**src/hw/rtl/tbdeb_pkg.sv**
```systemverilog
// ----------------------------------------------------------------------------
// tbdeb_pkg
// shared constants, types and the pin-to-button map of the button debouncer
// ----------------------------------------------------------------------------
package tbdeb_pkg;

	localparam int NumButtonsDefault = 10;
	localparam int MaxButtons        = 16;
	localparam int OutWidth          = 10;
	localparam int PinWidth          = 16;
	localparam int ThreshWidth       = 8;
	localparam int InDataWidth       = 2 * PinWidth;
	localparam int OutDataWidth      = 32;

	localparam logic [ThreshWidth-1:0] ThreshReset = 8'd5;

	localparam logic MODE_TICK = 1'b0;
	localparam logic MODE_READ = 1'b1;

	typedef struct packed {
		logic tick;
		logic rd;
		logic out_ready;
	} tbdeb_ctl_t;

	// active-low pins to pressed bits, bits above the wired buttons read released
	function automatic logic [MaxButtons-1:0] pressed_map(
		input logic [PinWidth-1:0] pa,
		input logic [PinWidth-1:0] pb
	);
		logic [OutWidth-1:0] levels;
		levels = {pa[7:4], pa[1], pb[9:5]};
		return MaxButtons'(~levels);
	endfunction

endpackage

```
**src/hw/rtl/ten_button_debouncer_core.sv**
```systemverilog
// ----------------------------------------------------------------------------
// ten_button_debouncer_core
// counter-based debouncer for ten active-low buttons with change reporting
// ----------------------------------------------------------------------------
// One item is taken every clock cycle; its result appears in the output
// register on the next cycle. Each button has its own counter lane, so a
// tick updates all buttons at once, and a merge stage forms the change,
// pending and report words. s_tready drops only while a result sits in the
// output register and m_tready is low. The threshold is written over the
// cfg channel, which is always ready.
module ten_button_debouncer_core
	import tbdeb_pkg::*;
#(
	parameter int NUM_BUTTONS = NumButtonsDefault
) (
	input  logic                    clk,
	input  logic                    arst_n,
	input  logic                    cfg_valid,
	output logic                    cfg_ready,
	input  logic [ThreshWidth-1:0]  cfg_data,     // debounce_threshold
	input  logic                    s_tvalid,
	output logic                    s_tready,
	input  logic [InDataWidth-1:0]  s_tdata,      // port_a_pins, port_b_pins
	input  logic                    s_tuser,      // mode
	output logic                    m_tvalid,
	input  logic                    m_tready,
	output logic [OutDataWidth-1:0] m_tdata       // button_state, tick_change, reported_change, zero pad
);

	logic [ThreshWidth-1:0] threshold_q;
	logic [MaxButtons-1:0]  pressed_all;
	logic [NUM_BUTTONS-1:0] stable_q;
	logic [NUM_BUTTONS-1:0] stable_d;
	logic                   in_xfer;
	tbdeb_ctl_t             ctl;
	logic [OutWidth-1:0]    button_state;
	logic [OutWidth-1:0]    tick_change;
	logic [OutWidth-1:0]    reported_change;

	assign cfg_ready = 1'b1;

	always_ff @(posedge clk or negedge arst_n) begin
		if (!arst_n) begin
			threshold_q <= ThreshReset;
		end else if (cfg_valid && cfg_ready) begin
			threshold_q <= cfg_data;
		end
	end

	assign s_tready      = !m_tvalid || m_tready;
	assign in_xfer       = s_tvalid && s_tready;
	assign ctl.tick      = in_xfer && (s_tuser == MODE_TICK);
	assign ctl.rd        = in_xfer && (s_tuser == MODE_READ);
	assign ctl.out_ready = m_tready;

	assign pressed_all = pressed_map(s_tdata[PinWidth-1:0], s_tdata[2*PinWidth-1:PinWidth]);

	for (genvar i = 0; i < NUM_BUTTONS; i++) begin : g_lane
		tbdeb_lane u_lane (
			.clk       (clk),
			.arst_n    (arst_n),
			.tick      (ctl.tick),
			.pressed   (pressed_all[i]),
			.threshold (threshold_q),
			.stable_q  (stable_q[i]),
			.stable_d  (stable_d[i])
		);
	end

	tbdeb_merge #(
		.NUM_BUTTONS (NUM_BUTTONS)
	) u_merge (
		.clk             (clk),
		.arst_n          (arst_n),
		.ctl             (ctl),
		.stable_q        (stable_q),
		.stable_d        (stable_d),
		.out_valid       (m_tvalid),
		.button_state    (button_state),
		.tick_change     (tick_change),
		.reported_change (reported_change)
	);

	assign m_tdata = OutDataWidth'({reported_change, tick_change, button_state});

endmodule

```
**src/hw/rtl/tbdeb_lane.sv**
```systemverilog
// ----------------------------------------------------------------------------
// tbdeb_lane
// one button: saturating press counter and debounced status bit
// ----------------------------------------------------------------------------
module tbdeb_lane
	import tbdeb_pkg::*;
(
	input  logic                   clk,
	input  logic                   arst_n,
	input  logic                   tick,
	input  logic                   pressed,
	input  logic [ThreshWidth-1:0] threshold,
	output logic                   stable_q,
	output logic                   stable_d
);

	logic [ThreshWidth-1:0] count_q;
	logic [ThreshWidth-1:0] count_d;
	logic [ThreshWidth-1:0] cap;

	always_comb begin
		cap = (threshold == '1) ? threshold : threshold + ThreshWidth'(1);
		if (!pressed) begin
			count_d = '0;
		end else if (count_q >= cap) begin
			count_d = cap;
		end else begin
			count_d = count_q + ThreshWidth'(1);
		end
		if (count_d > threshold) begin
			stable_d = 1'b1;
		end else if (count_d == '0) begin
			stable_d = 1'b0;
		end else begin
			stable_d = stable_q;
		end
	end

	always_ff @(posedge clk or negedge arst_n) begin
		if (!arst_n) begin
			count_q  <= '0;
			stable_q <= 1'b0;
		end else if (tick) begin
			count_q  <= count_d;
			stable_q <= stable_d;
		end
	end

endmodule

```
**src/hw/rtl/tbdeb_merge.sv**
```systemverilog
// ----------------------------------------------------------------------------
// tbdeb_merge
// combines the lane status bits into change, pending and report words
// ----------------------------------------------------------------------------
module tbdeb_merge
	import tbdeb_pkg::*;
#(
	parameter int NUM_BUTTONS = NumButtonsDefault
) (
	input  logic                   clk,
	input  logic                   arst_n,
	input  tbdeb_ctl_t             ctl,
	input  logic [NUM_BUTTONS-1:0] stable_q,
	input  logic [NUM_BUTTONS-1:0] stable_d,
	output logic                   out_valid,
	output logic [OutWidth-1:0]    button_state,
	output logic [OutWidth-1:0]    tick_change,
	output logic [OutWidth-1:0]    reported_change
);

	logic [NUM_BUTTONS-1:0] change_q;
	logic [NUM_BUTTONS-1:0] pending_q;
	logic [NUM_BUTTONS-1:0] last_q;
	logic [NUM_BUTTONS-1:0] change_d;
	logic                   valid_q;
	logic [OutWidth-1:0]    state_out_q;
	logic [OutWidth-1:0]    change_out_q;
	logic [OutWidth-1:0]    report_out_q;

	function automatic logic [OutWidth-1:0] to_out(input logic [NUM_BUTTONS-1:0] v);
		logic [MaxButtons-1:0] ext;
		ext = MaxButtons'(v);
		return ext[OutWidth-1:0];
	endfunction

	assign change_d = stable_d ^ stable_q;

	always_ff @(posedge clk or negedge arst_n) begin
		if (!arst_n) begin
			change_q  <= '0;
			pending_q <= '0;
			last_q    <= '0;
			valid_q   <= 1'b0;
		end else begin
			if (ctl.tick) begin
				change_q  <= change_d;
				pending_q <= pending_q | stable_d;
			end else if (ctl.rd) begin
				pending_q <= '0;
				last_q    <= stable_q;
			end
			if (ctl.tick || ctl.rd) begin
				valid_q <= 1'b1;
			end else if (ctl.out_ready) begin
				valid_q <= 1'b0;
			end
		end
	end

	// output payload
	always_ff @(posedge clk) begin
		if (ctl.tick) begin
			state_out_q  <= to_out(stable_d);
			change_out_q <= to_out(change_d);
			report_out_q <= '0;
		end else if (ctl.rd) begin
			state_out_q  <= to_out(stable_q);
			change_out_q <= to_out(change_q);
			report_out_q <= to_out(pending_q ^ last_q);
		end
	end

	assign out_valid       = valid_q;
	assign button_state    = state_out_q;
	assign tick_change     = change_out_q;
	assign reported_change = report_out_q;

endmodule

```
**config.mk**
```make
export PLATFORM = sky130hd
export DESIGN_NAME = ten_button_debouncer_core
export DESIGN_NICKNAME = d
export VERILOG_FILES = /design/src/hw/rtl/tbdeb_pkg.sv /design/src/hw/rtl/ten_button_debouncer_core.sv /design/src/hw/rtl/tbdeb_lane.sv /design/src/hw/rtl/tbdeb_merge.sv
export SDC_FILE = /design/constraint.sdc
export NUM_CORES = 1
export LEC_CHECK = 0
export ABC_CLOCK_PERIOD_IN_PS = 5750
export BUFFER_PORTS_ARGS = -buffer_cell sky130_fd_sc_hd__buf_2
export CORE_MARGIN = 2
export CORE_UTILIZATION = 55
export CTS_CLUSTER_DIAMETER = 200
export DETAILED_ROUTE_END_ITERATION = 10
export PLACE_DENSITY = 0.76
export SLEW_MARGIN = 10
export SYNTH_ARGS = -nofsm -noshare
export SYNTH_HDL_FRONTEND = slang
export SYNTH_SLANG_ARGS = --single-unit
export TNS_END_PERCENT = 1
```
**constraint.sdc**
```tcl
create_clock -name clk -period 5.75 [get_ports clk]
set_input_delay 1.15 -clock clk [delete_from_list [all_inputs] [get_ports clk]]
set_output_delay 1.15 -clock clk [all_outputs]
set_load 0.005 [all_outputs]
```
==> impl_results.html, run 1 <==
<table>
<tr><th>Metric</th><th>Value</th></tr>
<tr><th colspan="2">GRT</th></tr>
<tr><td>Aggregate global routing overflow</td><td>0</td></tr>
<tr><td>GRT met2 Usage</td><td>49.4%</td></tr>
<tr><td>Number of global-route vias before repair</td><td>11000</td></tr>
<tr><td>Combined global-route utilization of all metal layers</td><td>between 30% and 40%</td></tr>
<tr><td>Global Route met3 Usage</td><td>between 4 and 5%</td></tr>
<tr><td>Largest net degree at the start of global routing</td><td>83</td></tr>
<tr><td>Global-route wire length before repair</td><td>58.6 mm</td></tr>
<tr><td>Antenna violations before repair</td><td>0</td></tr>
<tr><td>Most Crowded Layer GR</td><td>met2</td></tr>
<tr><td>GR Util met1</td><td>between 40% and 50%</td></tr>
<tr><th colspan="2">Floorplan</th></tr>
<tr><td>Initial cell density of the core</td><td>56.4%</td></tr>
<tr><td>Number of cell rows</td><td>55</td></tr>
<tr><td>Die Wd</td><td>157 µm</td></tr>
<tr><td>DIE AREA</td><td>24700 µm²</td></tr>
<tr><td>Placeable core region</td><td>22800 µm²</td></tr>
<tr><td>Ports placed on the boundary</td><td>slightly above 80</td></tr>
<tr><td>Die Span Y</td><td>157 µm</td></tr>
<tr><th colspan="2">Detailed routing</th></tr>
<tr><td>Initial DRC count</td><td>about 1000</td></tr>
<tr><td>First drt pass iteration count</td><td>6</td></tr>
<tr><td>Number of vias after detailed routing</td><td>11700</td></tr>
<tr><td>Drc violations</td><td>0</td></tr>
<tr><td>Routed via count divided by cell count</td><td>6.36</td></tr>
<tr><td>Count of nets left with antenna violations after detail routing</td><td>0</td></tr>
<tr><td>Routed Wire Length</td><td>roughly 37 mm</td></tr>
<tr><td>Detailed-route wire length per cell</td><td>20.0 µm</td></tr>
<tr><th colspan="2">Setup path</th></tr>
<tr><td>Worst-path cell with the longest stage delay</td><td>sky130_fd_sc_hd__dfrtp_1</td></tr>
<tr><td>Slack of the worst reg-to-reg path</td><td>0.25 ns</td></tr>
<tr><td>Kind of end point of the critical path</td><td>flop</td></tr>
<tr><td>Sequence of cells on the critical path</td><td>ha_1 -&gt; buf_4 -&gt; and4_1 -&gt; a21oi_1 -&gt; clkinv_1 -&gt; buf_4 -&gt; ha_1 -&gt; a21oi_1 -&gt; o21ai_0 -&gt; maj3_1 -&gt; a31o_2 -&gt; mux2i_1 -&gt; nor2_1 -&gt; ha_1 -&gt; nor2b_1 -&gt; o21a_1 -&gt; o21a_1 -&gt; o21a_1 -&gt; o21bai_1 -&gt; a22oi_1 -&gt; mux2_2 -&gt; a21o_1</td></tr>
<tr><td>Cell family with the largest share of critical-path delay</td><td>compound AO/OA/AOI/OAI gates</td></tr>
<tr><td>Crit path max fanout</td><td>13</td></tr>
<tr><td>Sort of element at the start of the critical path</td><td>flop</td></tr>
<tr><td>Critical path required time</td><td>5.95 ns</td></tr>
<tr><td>Number of buffer and inverter stages on the critical path</td><td>3</td></tr>
<tr><td>Setup CP Type</td><td>reg -&gt; reg</td></tr>
<tr><td>Critical path data arrival time</td><td>5.69 ns</td></tr>
<tr><td>Max stage delay on crit path</td><td>about 0.41 ns</td></tr>
<tr><th colspan="2">Pwr</th></tr>
<tr><td>Leakage dissipation</td><td>6.34 nW</td></tr>
<tr><td>Peak VDD IR</td><td>0.182 mV</td></tr>
<tr><td>Pwr dens</td><td>404 nW/µm²</td></tr>
<tr><th colspan="2">Timing</th></tr>
<tr><td>Min Tclk post-route</td><td>5.50 ns</td></tr>
<tr><td>Final Hold Violating Endpoints</td><td>0</td></tr>
<tr><td>Final setup vio count</td><td>0</td></tr>
<tr><td>Worst Max-Slew Pin Slew</td><td>between 1 and 1.5 ns</td></tr>
<tr><td>Worst clock skew on the final layout</td><td>0.0141 ns</td></tr>
<tr><td>Tcrit/Tclk final</td><td>between 90 and 100%</td></tr>
<tr><td>Worst setup margin</td><td>roughly 0.25 ns</td></tr>
<tr><td>Fmax achieved</td><td>182 MHz</td></tr>
<tr><td>Pins Over Slew Limit</td><td>0</td></tr>
<tr><td>Max_slew headroom</td><td>about 25%</td></tr>
<tr><th colspan="2">Yosys</th></tr>
<tr><td>Most common library cells after synthesis</td><td>sky130_fd_sc_hd__nand2_1, sky130_fd_sc_hd__ha_1, sky130_fd_sc_hd__dfrtp_1, sky130_fd_sc_hd__nor2_1, sky130_fd_sc_hd__o21ai_0</td></tr>
<tr><td>Post-synthesis sequential area ratio</td><td>between 30% and 40%</td></tr>
<tr><td>Number of enable flip-flop cells after synthesis</td><td>20</td></tr>
<tr><td>Post-synth design cell area</td><td>12900 µm²</td></tr>
<tr><td>Post-synthesis cell count</td><td>roughly 1500</td></tr>
<tr><td>Synth area leaders</td><td>sky130_fd_sc_hd__dfrtp_1, sky130_fd_sc_hd__ha_1, sky130_fd_sc_hd__nand2_1</td></tr>
<tr><td>Proportion of synthesized flip-flops having asynchronous set or reset</td><td>81.1%</td></tr>
<tr><td>Area share of the leading cell type in the synthesized netlist</td><td>roughly 25%</td></tr>
<tr><td>Synth warn</td><td>0</td></tr>
<tr><td>Post-synth top flop</td><td>sky130_fd_sc_hd__dfrtp_1</td></tr>
<tr><td>Avg Synthesized Cell Area</td><td>8.71 µm²</td></tr>
<tr><td>Post-synthesis register bit count</td><td>between 150 and 200</td></tr>
<tr><td>Dominant cell by count in the synthesized netlist</td><td>sky130_fd_sc_hd__nand2_1</td></tr>
<tr><td>Top cell type by total area after synthesis</td><td>sky130_fd_sc_hd__dfrtp_1</td></tr>
<tr><td>Number of library cell types mapped by synthesis</td><td>86</td></tr>
<tr><th colspan="2">Cells and area</th></tr>
<tr><td>Finished layout cell area</td><td>14200 µm²</td></tr>
<tr><td>Number of fillers in the final layout</td><td>1959</td></tr>
<tr><td>Share of cells above drive strength 1</td><td>13.3%</td></tr>
<tr><td>Signed area change from the synthesized netlist to the final layout</td><td>9.95%</td></tr>
<tr><td>Final net count</td><td>1699</td></tr>
<tr><th colspan="2">Placed design</th></tr>
<tr><td>Global placer's final weighted congestion</td><td>0.936</td></tr>
<tr><td>Pre-CTS setup slack</td><td>0.181 ns</td></tr>
<tr><td>Hpwl dp</td><td>approximately 25 mm</td></tr>
<tr><td>DP Area</td><td>13500 µm²</td></tr>
<tr><td>Port buffer count</td><td>55</td></tr>
<tr><th colspan="2">Status</th></tr>
<tr><td>Outcome</td><td>finished, final reports clean</td></tr>
<tr><th colspan="2">Clocking</th></tr>
<tr><td>H-tree levels</td><td>4</td></tr>
<tr><td>Post-CTS clock slew at the launch and capture registers of the worst setup and hold paths</td><td>0.07 ns</td></tr>
<tr><td>Cells resized by post-CTS repair</td><td>0</td></tr>
<tr><td>Buffers from clock root to sink, at most</td><td>2</td></tr>
<tr><td>CTS tree</td><td>built</td></tr>
<tr><td>TritonCTS buffer count</td><td>17</td></tr>
<tr><td>Total number of clock tree sinks</td><td>159</td></tr>
<tr><td>Hold_buf cts</td><td>0</td></tr>
<tr><td>Number of buffers added for setup after CTS</td><td>0</td></tr>
<tr><td>Clk Latency, worst-skew pair</td><td>between 0.4 and 0.5 ns</td></tr>
<tr><td>Root buffer cell</td><td>sky130_fd_sc_hd__clkbuf_16</td></tr>
<tr><th colspan="2">Hold path</th></tr>
<tr><td>Worst hold path class</td><td>reg -&gt; reg</td></tr>
<tr><th colspan="2">Job</th></tr>
<tr><td># Max-Cap Violations</td><td>0</td></tr>
</table>
## registers in the layout (all words and copies together), names as in the netlist
register and cells:
g_lane.u_lane.count_q 80, u_merge.button_state 10, u_merge.pending_q 10, u_merge.reported_change 10, u_merge.change_q 10, threshold_q 8, u_merge.out_valid 1, u_merge.tick_change 10
g_lane.u_lane.stable_q 10, u_merge.last_q 10
## cell usage in the layout, fill, tap and decap left out, drive strengths merged, types with 22 or more instances in the layout
master and instances:
o31ai 50, xnor2 46, nand2 183, inv 54
mux2 28, nor2 125, mux2i 29, ha 141
a21oi 63, a21o 26, o21a 22, dfrtp 127
nand2b 22, o21ai 109, nand3 59, xor2 31
buf 97
## metal layers
layer | part of all wire [%] | up-vias
li1 | - | 5459
met2 | 45 | 545
met4 | 3.1 | 0
met1 | 43 | 5607
met5 | 0 | -
met3 | 8.4 | 87
## kinds of logic (layout without fill, tap and decap cells)
| group | after synthesis | after routing | synth area share (%) |
|---|---|---|---|
| buffers and inverters | 132 | 178 | 4.52 |
| adders and majority gates | 148 | 148 | 14.3 |
| and+or+nand+nor | 502 | 502 | 18.5 |
| other | 2 | 4 | 0.0583 |
| AOI/OAI and AO/OA | 401 | 401 | 21.4 |
| muxes | 57 | 57 | 4.79 |
| xor gates and xnor gates | 77 | 77 | 5.24 |
| DFF | 159 | 159 | 31.3 |
## tightest hold or removal path, stage by stage (launching register included)
cell                      delay, ns
sky130_fd_sc_hd__dfxtp_1       0.32
sky130_fd_sc_hd__nand2_1       0.05
sky130_fd_sc_hd__o31ai_1       0.05
## stage by stage
stage	power [mW]	util [%]	std cells	hold slack, ns	TNS, ns
finish	5.73	62.0	1839	0.447	0
global route	6.13	62.0	1838	0.480	-0.0324
CTS	5.67	61.9	1838	0.454	0
detailed placement	4.45	59.2	1806	0.437	0
global placement	4.35	59.2	1806	0.430	0
floorplan	3.74	-	1479	0.449	0
## cell type report
cell class                 instances  area, µm²  share of cell area, %
sequential                       159       4030                   28.5
tap                              313        392                   2.77
inverter                          49        186                   1.32
clock buffer                      17        425                   3.00
clock inverter                    15        193                   1.36
timing repair buffer              97        609                   4.30
multi-input combinational       1188       8320                   58.8
antenna                            1       2.50                 0.0177
## path summary, 6_finish.rpt
check | from | endpoint | depth (start not counted)
max | threshold_q[1] | u_merge.button_state[9] | 22
min | u_merge.reported_change[8] | u_merge.reported_change[8] | 2
max reg2reg | threshold_q[1] | u_merge.button_state[9] | 22
min reg2reg | u_merge.reported_change[8] | u_merge.reported_change[8] | 2
max in group asynchronous | arst_n | threshold_q[7] | 2
min in group asynchronous | arst_n | g_lane[7].u_lane.count_q[4] | 1
## where the power goes
part	switching, mW	internal, mW
Combinational	1.52	1.16
Sequential	0.374	1.48
Clock	0.572	0.630
Total	2.46	3.26
(Power assumes the default switching activity.)
==> run 2: changes to the inputs <==
--- a/config.mk
+++ b/config.mk
@@ -5,6 +5,7 @@
 export SDC_FILE = /design/constraint.sdc
 export NUM_CORES = 1
 export LEC_CHECK = 0
+export ABC_AREA = 1
 export ABC_CLOCK_PERIOD_IN_PS = 5750
 export BUFFER_PORTS_ARGS = -buffer_cell sky130_fd_sc_hd__buf_2
 export CORE_MARGIN = 2
==> run 2 against run 1 <==
Final cell count increased by 15%; via count decreased by 2.1%; core utilization decreased by 0.21 points; power increased by 9.1%; worst setup slack improved by 0.53 ns; sequential share of layout area increased by 0.18 points; cell area decreased by 0.65%; first-iteration DRC count decreased by 32%; largest cell class unchanged; clock power about the same; global-route usage decreased by 3.1 points.
==> impl_results.html, run 2 <==
<table>
<tr><th>Metric</th><th>Value</th></tr>
<tr><th colspan="2">Status</th></tr>
<tr><td>Outcome</td><td>finished, final reports clean</td></tr>
<tr><th colspan="2">Setup path</th></tr>
<tr><td>Most frequent cell on the critical path</td><td>sky130_fd_sc_hd__nand2_1</td></tr>
<tr><td>Depth of the most critical reg-to-reg path</td><td>33</td></tr>
<tr><td>Critical Path Sink</td><td>u_merge.button_state[7]</td></tr>
<tr><td>Kind of end point of the critical path</td><td>flop</td></tr>
<tr><td>Critical path data arrival time</td><td>5.21 ns</td></tr>
<tr><td>Sort of element at the start of the critical path</td><td>flop</td></tr>
<tr><td>Cell family with the largest share of critical-path delay</td><td>simple AND/OR/NAND/NOR gates</td></tr>
<tr><td>Crit path max fanout</td><td>11</td></tr>
<tr><td>Slack of the worst reg-to-reg path</td><td>approximately 0.79 ns</td></tr>
<tr><td>Max stage delay on crit path</td><td>0.54 ns</td></tr>
<tr><td>Worst-path cell with the longest stage delay</td><td>sky130_fd_sc_hd__dfstp_2</td></tr>
<tr><td>Startpoint of the worst-slack reg-to-reg timing path</td><td>threshold_q[0]</td></tr>
<tr><td>Reg2reg end</td><td>u_merge.button_state[7]</td></tr>
<tr><td>Number of logic stages on the critical path including buffering</td><td>33</td></tr>
<tr><td>Setup CP Type</td><td>reg -&gt; reg</td></tr>
<tr><td>Startpoint of the most critical setup path</td><td>threshold_q[0]</td></tr>
<tr><td>Critical path required time</td><td>6.00 ns</td></tr>
<tr><td>Number of buffer and inverter stages on the critical path</td><td>6</td></tr>
<tr><th colspan="2">Placed design</th></tr>
<tr><td>Placed cells</td><td>2078</td></tr>
<tr><td>Port buffer count</td><td>55</td></tr>
<tr><td>Global placer's final weighted congestion</td><td>0.869</td></tr>
<tr><td>Hpwl dp</td><td>22.4 mm</td></tr>
<tr><th colspan="2">Clocking</th></tr>
<tr><td>Hold_buf cts</td><td>0</td></tr>
<tr><td>CTS tree</td><td>built</td></tr>
<tr><td>Root buffer cell</td><td>sky130_fd_sc_hd__clkbuf_16</td></tr>
<tr><td>Number of buffers added for setup after CTS</td><td>0</td></tr>
<tr><td>TritonCTS buffer count</td><td>17</td></tr>
<tr><td>Post-CTS clock slew at the launch and capture registers of the worst setup and hold paths</td><td>0.07 ns</td></tr>
<tr><td>H-tree levels</td><td>4</td></tr>
<tr><td>Buffers from clock root to sink, at most</td><td>2</td></tr>
<tr><td>Total number of clock tree sinks</td><td>159</td></tr>
<tr><td>Cells resized by post-CTS repair</td><td>0</td></tr>
<tr><td>Clk Latency, worst-skew pair</td><td>0.43 ns</td></tr>
<tr><th colspan="2">Timing</th></tr>
<tr><td>Worst clock skew on the final layout</td><td>0.0119 ns</td></tr>
<tr><td>Final Hold Violating Endpoints</td><td>0</td></tr>
<tr><td>Unrepaired setup endpoints after global routing</td><td>false</td></tr>
<tr><td>Tcrit/Tclk final</td><td>roughly 86%</td></tr>
<tr><td>Min Tclk post-route</td><td>4.96 ns</td></tr>
<tr><td>Final setup vio count</td><td>0</td></tr>
<tr><td>Worst Max-Slew Pin Slew</td><td>1.12 ns</td></tr>
<tr><td>Summed negative setup slack over all endpoints</td><td>0 ns</td></tr>
<tr><td>Pins Over Slew Limit</td><td>0</td></tr>
<tr><td>Fmax achieved</td><td>~200 MHz</td></tr>
<tr><td>Worst-case hold slack</td><td>0.460 ns</td></tr>
<tr><td>Max_slew headroom</td><td>approximately 25%</td></tr>
<tr><th colspan="2">Cells and area</th></tr>
<tr><td>Share of cells above drive strength 1</td><td>11.9%</td></tr>
<tr><td>Number of fillers in the final layout</td><td>1970</td></tr>
<tr><td>Most common cell after layout, fill and taps aside</td><td>sky130_fd_sc_hd__nand2_1</td></tr>
<tr><td>Non-filler instance count after layout</td><td>2110</td></tr>
<tr><td>Biggest register</td><td>g_lane.u_lane.count_q</td></tr>
<tr><td>Signed area change from the synthesized netlist to the final layout</td><td>9.85%</td></tr>
<tr><td>Leading cell types in the layout, fill and taps excluded</td><td>sky130_fd_sc_hd__nand2_1, sky130_fd_sc_hd__inv_1, sky130_fd_sc_hd__nand3_1, sky130_fd_sc_hd__ha_1, sky130_fd_sc_hd__o21ai_0</td></tr>
<tr><td>Final net count</td><td>1971</td></tr>
<tr><td>Multi-input combinational cell area</td><td>7630 µm²</td></tr>
<tr><td>Storage cell area</td><td>4030 µm²</td></tr>
<tr><td>Flip-flop count of the largest register, all copies and words added</td><td>80</td></tr>
<tr><td>Antenna diode instance count</td><td>0</td></tr>
<tr><th colspan="2">GRT</th></tr>
<tr><td>Largest net degree at the start of global routing</td><td>103</td></tr>
<tr><td>Number of global-route vias before repair</td><td>about 11000</td></tr>
<tr><td>Aggregate global routing overflow</td><td>0</td></tr>
<tr><td>GR Util met1</td><td>34.8%</td></tr>
<tr><td>Combined global-route utilization of all metal layers</td><td>27.4%</td></tr>
<tr><td>Global Route met3 Usage</td><td>between 3 and 4%</td></tr>
<tr><td>GRT met2 Usage</td><td>47.3%</td></tr>
<tr><td>Global-route wire length before repair</td><td>53.5 mm</td></tr>
<tr><td>Antenna violations before repair</td><td>0</td></tr>
<tr><td>Most Crowded Layer GR</td><td>met2</td></tr>
<tr><th colspan="2">Yosys</th></tr>
<tr><td>Post-synthesis cell count</td><td>about 1700</td></tr>
<tr><td>Post-synthesis register bit count</td><td>around 160</td></tr>
<tr><td>Synth area leaders</td><td>sky130_fd_sc_hd__dfrtp_1, sky130_fd_sc_hd__nand2_1, sky130_fd_sc_hd__ha_1</td></tr>
<tr><td>Synth warn</td><td>0</td></tr>
<tr><td>Proportion of synthesized flip-flops having asynchronous set or reset</td><td>81.1%</td></tr>
<tr><td>Number of library cell types mapped by synthesis</td><td>50</td></tr>
<tr><td>Top cell type by total area after synthesis</td><td>sky130_fd_sc_hd__dfrtp_1</td></tr>
<tr><td>Post-synthesis sequential area ratio</td><td>31.5%</td></tr>
<tr><td>Post-synth design cell area</td><td>12800 µm²</td></tr>
<tr><td>Post-synth top flop</td><td>sky130_fd_sc_hd__dfrtp_1</td></tr>
<tr><td>Number of enable flip-flop cells after synthesis</td><td>20</td></tr>
<tr><td>Avg Synthesized Cell Area</td><td>7.41 µm²</td></tr>
<tr><td>Most common library cells after synthesis</td><td>sky130_fd_sc_hd__nand2_1, sky130_fd_sc_hd__inv_1, sky130_fd_sc_hd__nand3_1, sky130_fd_sc_hd__ha_1, sky130_fd_sc_hd__o21ai_0</td></tr>
<tr><td>Area share of the leading cell type in the synthesized netlist</td><td>24.8%</td></tr>
<tr><td>Dominant cell by count in the synthesized netlist</td><td>sky130_fd_sc_hd__nand2_1</td></tr>
<tr><th colspan="2">Floorplan</th></tr>
<tr><td>Ports placed on the boundary</td><td>between 80 and 90</td></tr>
<tr><td>DIE AREA</td><td>24500 µm²</td></tr>
<tr><td>Number of cell rows</td><td>between 50 and 60</td></tr>
<tr><td>Initial cell density of the core</td><td>56.2%</td></tr>
<tr><td>Placeable core region</td><td>22800 µm²</td></tr>
<tr><td>Die Span Y</td><td>157 µm</td></tr>
<tr><td>Die Wd</td><td>157 µm</td></tr>
<tr><th colspan="2">Detailed routing</th></tr>
<tr><td>Routed via count divided by cell count</td><td>5.43</td></tr>
<tr><td>Number of vias after detailed routing</td><td>11500</td></tr>
<tr><td>Drc violations</td><td>0</td></tr>
<tr><td>First drt pass iteration count</td><td>5</td></tr>
<tr><td>Count of nets left with antenna violations after detail routing</td><td>0</td></tr>
<tr><td>Detailed-route wire length per cell</td><td>between 15 and 20 µm</td></tr>
<tr><td>Initial DRC count</td><td>686</td></tr>
<tr><td>Routed Wire Length</td><td>32.6 mm</td></tr>
<tr><th colspan="2">Pwr</th></tr>
<tr><td>Leakage dissipation</td><td>around 7.5 nW</td></tr>
<tr><td>Switching power</td><td>about 2.8 mW</td></tr>
<tr><td>Peak VDD IR</td><td>0.250 mV</td></tr>
<tr><td>Logic pwr share</td><td>between 50% and 60%</td></tr>
<tr><td>Share of total power consumed by net switching</td><td>45.2%</td></tr>
<tr><td>Relative contribution of the clock network to total power</td><td>a little under a fifth</td></tr>
<tr><td>Internal power contribution</td><td>around 3.4 mW</td></tr>
<tr><td>Power share of the sequential group</td><td>between 20% and 30%</td></tr>
<tr><td>Pwr dens</td><td>~440 nW/µm²</td></tr>
<tr><th colspan="2">Job</th></tr>
<tr><td># Max-Cap Violations</td><td>0</td></tr>
<tr><th colspan="2">Hold path</th></tr>
<tr><td>Worst hold path class</td><td>reg -&gt; reg</td></tr>
</table>
## run 2: worst min-delay path by stage
stage | start | to | slack (ns) | cells after the start
detailed placement | u_merge.reported_change[7] | u_merge.reported_change[7] | 0.44 | 2
CTS | u_merge.reported_change[7] | u_merge.reported_change[7] | 0.46 | 2
global route | u_merge.change_q[1] | u_merge.change_q[1] | 0.50 | 2
floorplan | u_merge.change_q[0] | u_merge.change_q[0] | 0.44 | 2
global placement | u_merge.reported_change[5] | u_merge.reported_change[5] | 0.44 | 2
finish | u_merge.reported_change[7] | u_merge.reported_change[7] | 0.46 | 2
## run 2: worst min-delay path: stages, from the launching register on
cell and delay, ns:
sky130_fd_sc_hd__dfxtp_1 0.33, sky130_fd_sc_hd__nand2_1 0.05, sky130_fd_sc_hd__o21ai_0 0.05
## run 2: cell families after synthesis
family,count (synthesis),synth area share (%)
AOI/OAI and AO/OA,236,11.3
xor gates and xnor gates,56,3.83
adders and majority gates,141,13.8
buffers and inverters,291,9.06
DFF,159,31.5
other,2,0.0586
and+or+nand+nor,844,30.6
## run 2: layer usage
metal  share of wire [%]  up-vias
li1                    -     5740
met1                  44     5360
met2                  48      282
met3                 4.3       76
met4                 3.8        0
met5                   0        -
## run 2: power by group through the flow
| stage | logic (mW) | registers [mW] | clock network, mW |
|---|---|---|---|
| global placement | 3.06 | 1.85 | 0 |
| global route | 3.69 | 1.90 | 1.24 |
| CTS | 3.22 | 1.84 | 1.19 |
| floorplan | 2.46 | 1.79 | 0 |
| detailed placement | 3.18 | 1.86 | 0 |
| finish | 3.22 | 1.85 | 1.18 |
## run 2: per-stage QoR
stage                     setup WS (ns)  util (%)  power [mW]  cell area [µm²]
after floorplan                    1.33         -        4.25            12800
after global placement             1.02      59.1        4.90            13500
after detailed placement          0.908      59.1        5.04            13500
after CTS                         0.805      61.8        6.26            14100
after global routing              0.325      61.8        6.83            14100
final                             0.789      61.8        6.25            14100
## run 2: final cells by class
cell class / instances / share of cell area [%]
clock inverters: 14 / 1.22
clock buffers: 18 / 3.05
well taps: 313 / 2.78
multi-input cells: 1280 / 54.2
flip-flops and latches: 159 / 28.7
inverters: 248 / 6.65
repair buffers: 78 / 3.41
==> run 3: changes to the inputs <==
--- a/config.mk
+++ b/config.mk
@@ -6,13 +6,13 @@
 export NUM_CORES = 1
 export LEC_CHECK = 0
 export ABC_AREA = 1
-export ABC_CLOCK_PERIOD_IN_PS = 5750
+export ABC_CLOCK_PERIOD_IN_PS = 5500
 export BUFFER_PORTS_ARGS = -buffer_cell sky130_fd_sc_hd__buf_2
 export CORE_MARGIN = 2
 export CORE_UTILIZATION = 55
 export CTS_CLUSTER_DIAMETER = 200
 export DETAILED_ROUTE_END_ITERATION = 10
-export PLACE_DENSITY = 0.76
+export PLACE_DENSITY = 0.73
 export SLEW_MARGIN = 10
 export SYNTH_ARGS = -nofsm -noshare
 export SYNTH_HDL_FRONTEND = slang
==> constraint.sdc (replaced) <==
create_clock -name clk -period 5.5 [get_ports clk]
set_input_delay 1.1 -clock clk [delete_from_list [all_inputs] [get_ports clk]]
set_output_delay 1.1 -clock clk [all_outputs]
set_load 0.005 [all_outputs]
==> run 3 against run 2 <==
Sequential power is 5% higher; final cell count rose by 0.24%; critical path depth shrank 2; largest cell class unchanged; worst hold slack hardly changed; worst setup slack got worse by 0.20 ns; core utilization grew 0.13 points; sequential cell count is the same; maximum frequency increased by 0.96%; first-iteration DRC count grew 32%; die area unchanged; non-clock buffer count is 5 higher; highest routed layer unchanged.
==> impl_results.html, run 3 (synthesis gave the netlist of run 2 again) <==
<table>
<tr><th>Metric</th><th>Value</th></tr>
<tr><th colspan="2">Detailed routing</th></tr>
<tr><td>Highest metal layer with signal wires</td><td>met4</td></tr>
<tr><td>Wl on met1</td><td>about 15 mm</td></tr>
<tr><td>Drc violations</td><td>0</td></tr>
<tr><td>Routed via count divided by cell count</td><td>about 5.4</td></tr>
<tr><td>Detailed-route wire length per cell</td><td>around 15 µm</td></tr>
<tr><td>Met3 routed WL</td><td>between 1 and 1.5 mm</td></tr>
<tr><td>First drt pass iteration count</td><td>6</td></tr>
<tr><td>Count of nets left with antenna violations after detail routing</td><td>0</td></tr>
<tr><td>Met2 wire length</td><td>15.0 mm</td></tr>
<tr><td>Routed Wire Length</td><td>32.4 mm</td></tr>
<tr><td>Number of vias after detailed routing</td><td>approximately 11000</td></tr>
<tr><td>Initial DRC count</td><td>about 910</td></tr>
<tr><th colspan="2">Placed design</th></tr>
<tr><td>Global placer's final weighted congestion</td><td>0.850</td></tr>
<tr><td>Hpwl dp</td><td>22.0 mm</td></tr>
<tr><td>Pre-CTS setup slack</td><td>0.667 ns</td></tr>
<tr><td>Port buffer count</td><td>55</td></tr>
<tr><td>DP Area</td><td>13500 µm²</td></tr>
<tr><td>Placed cells</td><td>2083</td></tr>
<tr><th colspan="2">Timing</th></tr>
<tr><td>Tcrit/Tclk final</td><td>89.3%</td></tr>
<tr><td>Pins Over Slew Limit</td><td>0</td></tr>
<tr><td>Unrepaired setup endpoints after global routing</td><td>false</td></tr>
<tr><td>Max_slew headroom</td><td>a little under half</td></tr>
<tr><td>Summed negative setup slack over all endpoints</td><td>0 ns</td></tr>
<tr><td>Worst setup margin</td><td>0.586 ns</td></tr>
<tr><td>Worst Max-Slew Pin Slew</td><td>about 0.82 ns</td></tr>
<tr><td>Worst clock skew on the final layout</td><td>about 0.011 ns</td></tr>
<tr><td>Fmax achieved</td><td>between 200 and 250 MHz</td></tr>
<tr><td>Min Tclk post-route</td><td>4.91 ns</td></tr>
<tr><td>Final setup vio count</td><td>0</td></tr>
<tr><td>Final Hold Violating Endpoints</td><td>0</td></tr>
<tr><td>Worst-case hold slack</td><td>0.459 ns</td></tr>
<tr><th colspan="2">Pwr</th></tr>
<tr><td>Peak VDD IR</td><td>0.238 mV</td></tr>
<tr><td>Leakage dissipation</td><td>around 7.5 nW</td></tr>
<tr><td>PnR Total Power</td><td>6.55 mW</td></tr>
<tr><td>Pwr dens</td><td>465 nW/µm²</td></tr>
<tr><th colspan="2">Hold path</th></tr>
<tr><td>Worst hold path class</td><td>reg -&gt; reg</td></tr>
<tr><td>Worst Hold Depth</td><td>2</td></tr>
<tr><th colspan="2">Setup path</th></tr>
<tr><td>Kind of end point of the critical path</td><td>flop</td></tr>
<tr><td>Most frequent cell on the critical path</td><td>sky130_fd_sc_hd__nand2_1</td></tr>
<tr><td>Sort of element at the start of the critical path</td><td>flop</td></tr>
<tr><td>Worst-path cell with the longest stage delay</td><td>sky130_fd_sc_hd__dfstp_2</td></tr>
<tr><td>Max stage delay on crit path</td><td>0.66 ns</td></tr>
<tr><td>Setup CP Type</td><td>reg -&gt; reg</td></tr>
<tr><td>Critical path data arrival time</td><td>5.08 ns</td></tr>
<tr><td>Critical path required time</td><td>5.67 ns</td></tr>
<tr><td>Depth of the most critical reg-to-reg path</td><td>31</td></tr>
<tr><td>Crit path max fanout</td><td>11</td></tr>
<tr><th colspan="2">Floorplan</th></tr>
<tr><td>Die Wd</td><td>157 µm</td></tr>
<tr><td>Ports placed on the boundary</td><td>81</td></tr>
<tr><td>Initial cell density of the core</td><td>56.2%</td></tr>
<tr><td>Number of cell rows</td><td>55</td></tr>
<tr><td>Die Span Y</td><td>157 µm</td></tr>
<tr><td>Placeable core region</td><td>22800 µm²</td></tr>
<tr><td>DIE AREA</td><td>24500 µm²</td></tr>
<tr><th colspan="2">Cells and area</th></tr>
<tr><td>Final net count</td><td>1976</td></tr>
<tr><td>Biggest register</td><td>g_lane.u_lane.count_q</td></tr>
<tr><td>Antenna diode instance count</td><td>0</td></tr>
<tr><td>Share of cells above drive strength 1</td><td>between 10% and 20%</td></tr>
<tr><td>Non-filler instance count after layout</td><td>2115</td></tr>
<tr><td>Signed area change from the synthesized netlist to the final layout</td><td>10.1%</td></tr>
<tr><td>Most common cell after layout, fill and taps aside</td><td>sky130_fd_sc_hd__nand2_1</td></tr>
<tr><td>Util after Layout</td><td>slightly above 60%</td></tr>
<tr><td>Multi-input combinational cell area</td><td>7630 µm²</td></tr>
<tr><td>Storage cell area</td><td>4030 µm²</td></tr>
<tr><td>Leading cell types in the layout, fill and taps excluded</td><td>sky130_fd_sc_hd__nand2_1, sky130_fd_sc_hd__inv_1, sky130_fd_sc_hd__nand3_1, sky130_fd_sc_hd__ha_1, sky130_fd_sc_hd__o21ai_0</td></tr>
<tr><td>Finished layout cell area</td><td>14100 µm²</td></tr>
<tr><td>Number of fillers in the final layout</td><td>2033</td></tr>
<tr><td>Flip-flop count of the largest register, all copies and words added</td><td>80</td></tr>
<tr><th colspan="2">GRT</th></tr>
<tr><td>Global-route wire length before repair</td><td>54.6 mm</td></tr>
<tr><td>Largest net degree at the start of global routing</td><td>89</td></tr>
<tr><td>Aggregate global routing overflow</td><td>0</td></tr>
<tr><td>Combined global-route utilization of all metal layers</td><td>28.1%</td></tr>
<tr><td>Antenna violations before repair</td><td>0</td></tr>
<tr><td>Number of global-route vias before repair</td><td>between 10000 and 15000</td></tr>
<tr><th colspan="2">Clocking</th></tr>
<tr><td>Total number of clock tree sinks</td><td>159</td></tr>
<tr><td>Root buffer cell</td><td>sky130_fd_sc_hd__clkbuf_16</td></tr>
<tr><td>Hold_buf cts</td><td>0</td></tr>
<tr><td>Post-CTS clock slew at the launch and capture registers of the worst setup and hold paths</td><td>0.07 ns</td></tr>
<tr><td>Buffers from clock root to sink, at most</td><td>2</td></tr>
<tr><td>Clk Latency, worst-skew pair</td><td>0.44 ns</td></tr>
<tr><td>Cells resized by post-CTS repair</td><td>0</td></tr>
<tr><td>CTS tree</td><td>built</td></tr>
<tr><td>Number of buffers added for setup after CTS</td><td>0</td></tr>
<tr><td>H-tree levels</td><td>4</td></tr>
<tr><td>TritonCTS buffer count</td><td>17</td></tr>
<tr><th colspan="2">Job</th></tr>
<tr><td># Max-Cap Violations</td><td>0</td></tr>
<tr><th colspan="2">Status</th></tr>
<tr><td>Outcome</td><td>finished, final reports clean</td></tr>
</table>
run 3: changes by cell type in the layout (fill, tap and decap cells not counted), sizes merged:
cell    previous run  this run
clkinv             7         4
inv              253       256
buf               78        83
run 3: power breakdown:
group | total, mW | switching, mW | internal (mW)
Clock | 1.26 | 0.557 | 0.698
Combinational | 3.36 | 2.03 | 1.32
Sequential | 1.94 | 0.361 | 1.58
Total | 6.55 | 2.95 | 3.60
run 3: final timing paths:
path | from | end | slack, ns
min | u_merge.reported_change[5] | u_merge.reported_change[5] | 0.46
max in group asynchronous | arst_n | u_merge.change_q[9] | 3.63
max | threshold_q[0] | u_merge.button_state[7] | 0.59
min in group asynchronous | arst_n | threshold_q[3] | 0.69
max reg2reg | threshold_q[0] | u_merge.button_state[7] | 0.59
min reg2reg | u_merge.reported_change[5] | u_merge.reported_change[5] | 0.46
run 3: area by class of cell:
| class | count | area share (%) |
|---|---|---|
| Multi-Input combinational cell | 1280 | 54.1 |
| Sequential cell | 159 | 28.6 |
| Inverter | 248 | 6.64 |
| Timing Repair Buffer | 83 | 3.58 |
| Clock buffer | 18 | 3.12 |
| Tap cell | 313 | 2.78 |
| Clock inverter | 14 | 1.17 |
run 3: per-layer routing:
layer  track usage [%]  vias to the layer above
met5                 0                        -
met4              12.2                        0
met3              2.85                       68
met2              46.9                      278
met1              37.1                     5365
li1                  -                     5752
run 3: worst max-delay path: cells and delay by family (launching register included):
family          cells  cell delay [ns]
fa+ha+maj           3             0.83
simple gates       18             1.78
xor+xnor            1             0.20
buf+inv             4             0.44
compound gates      5             0.72
flops               1             0.66
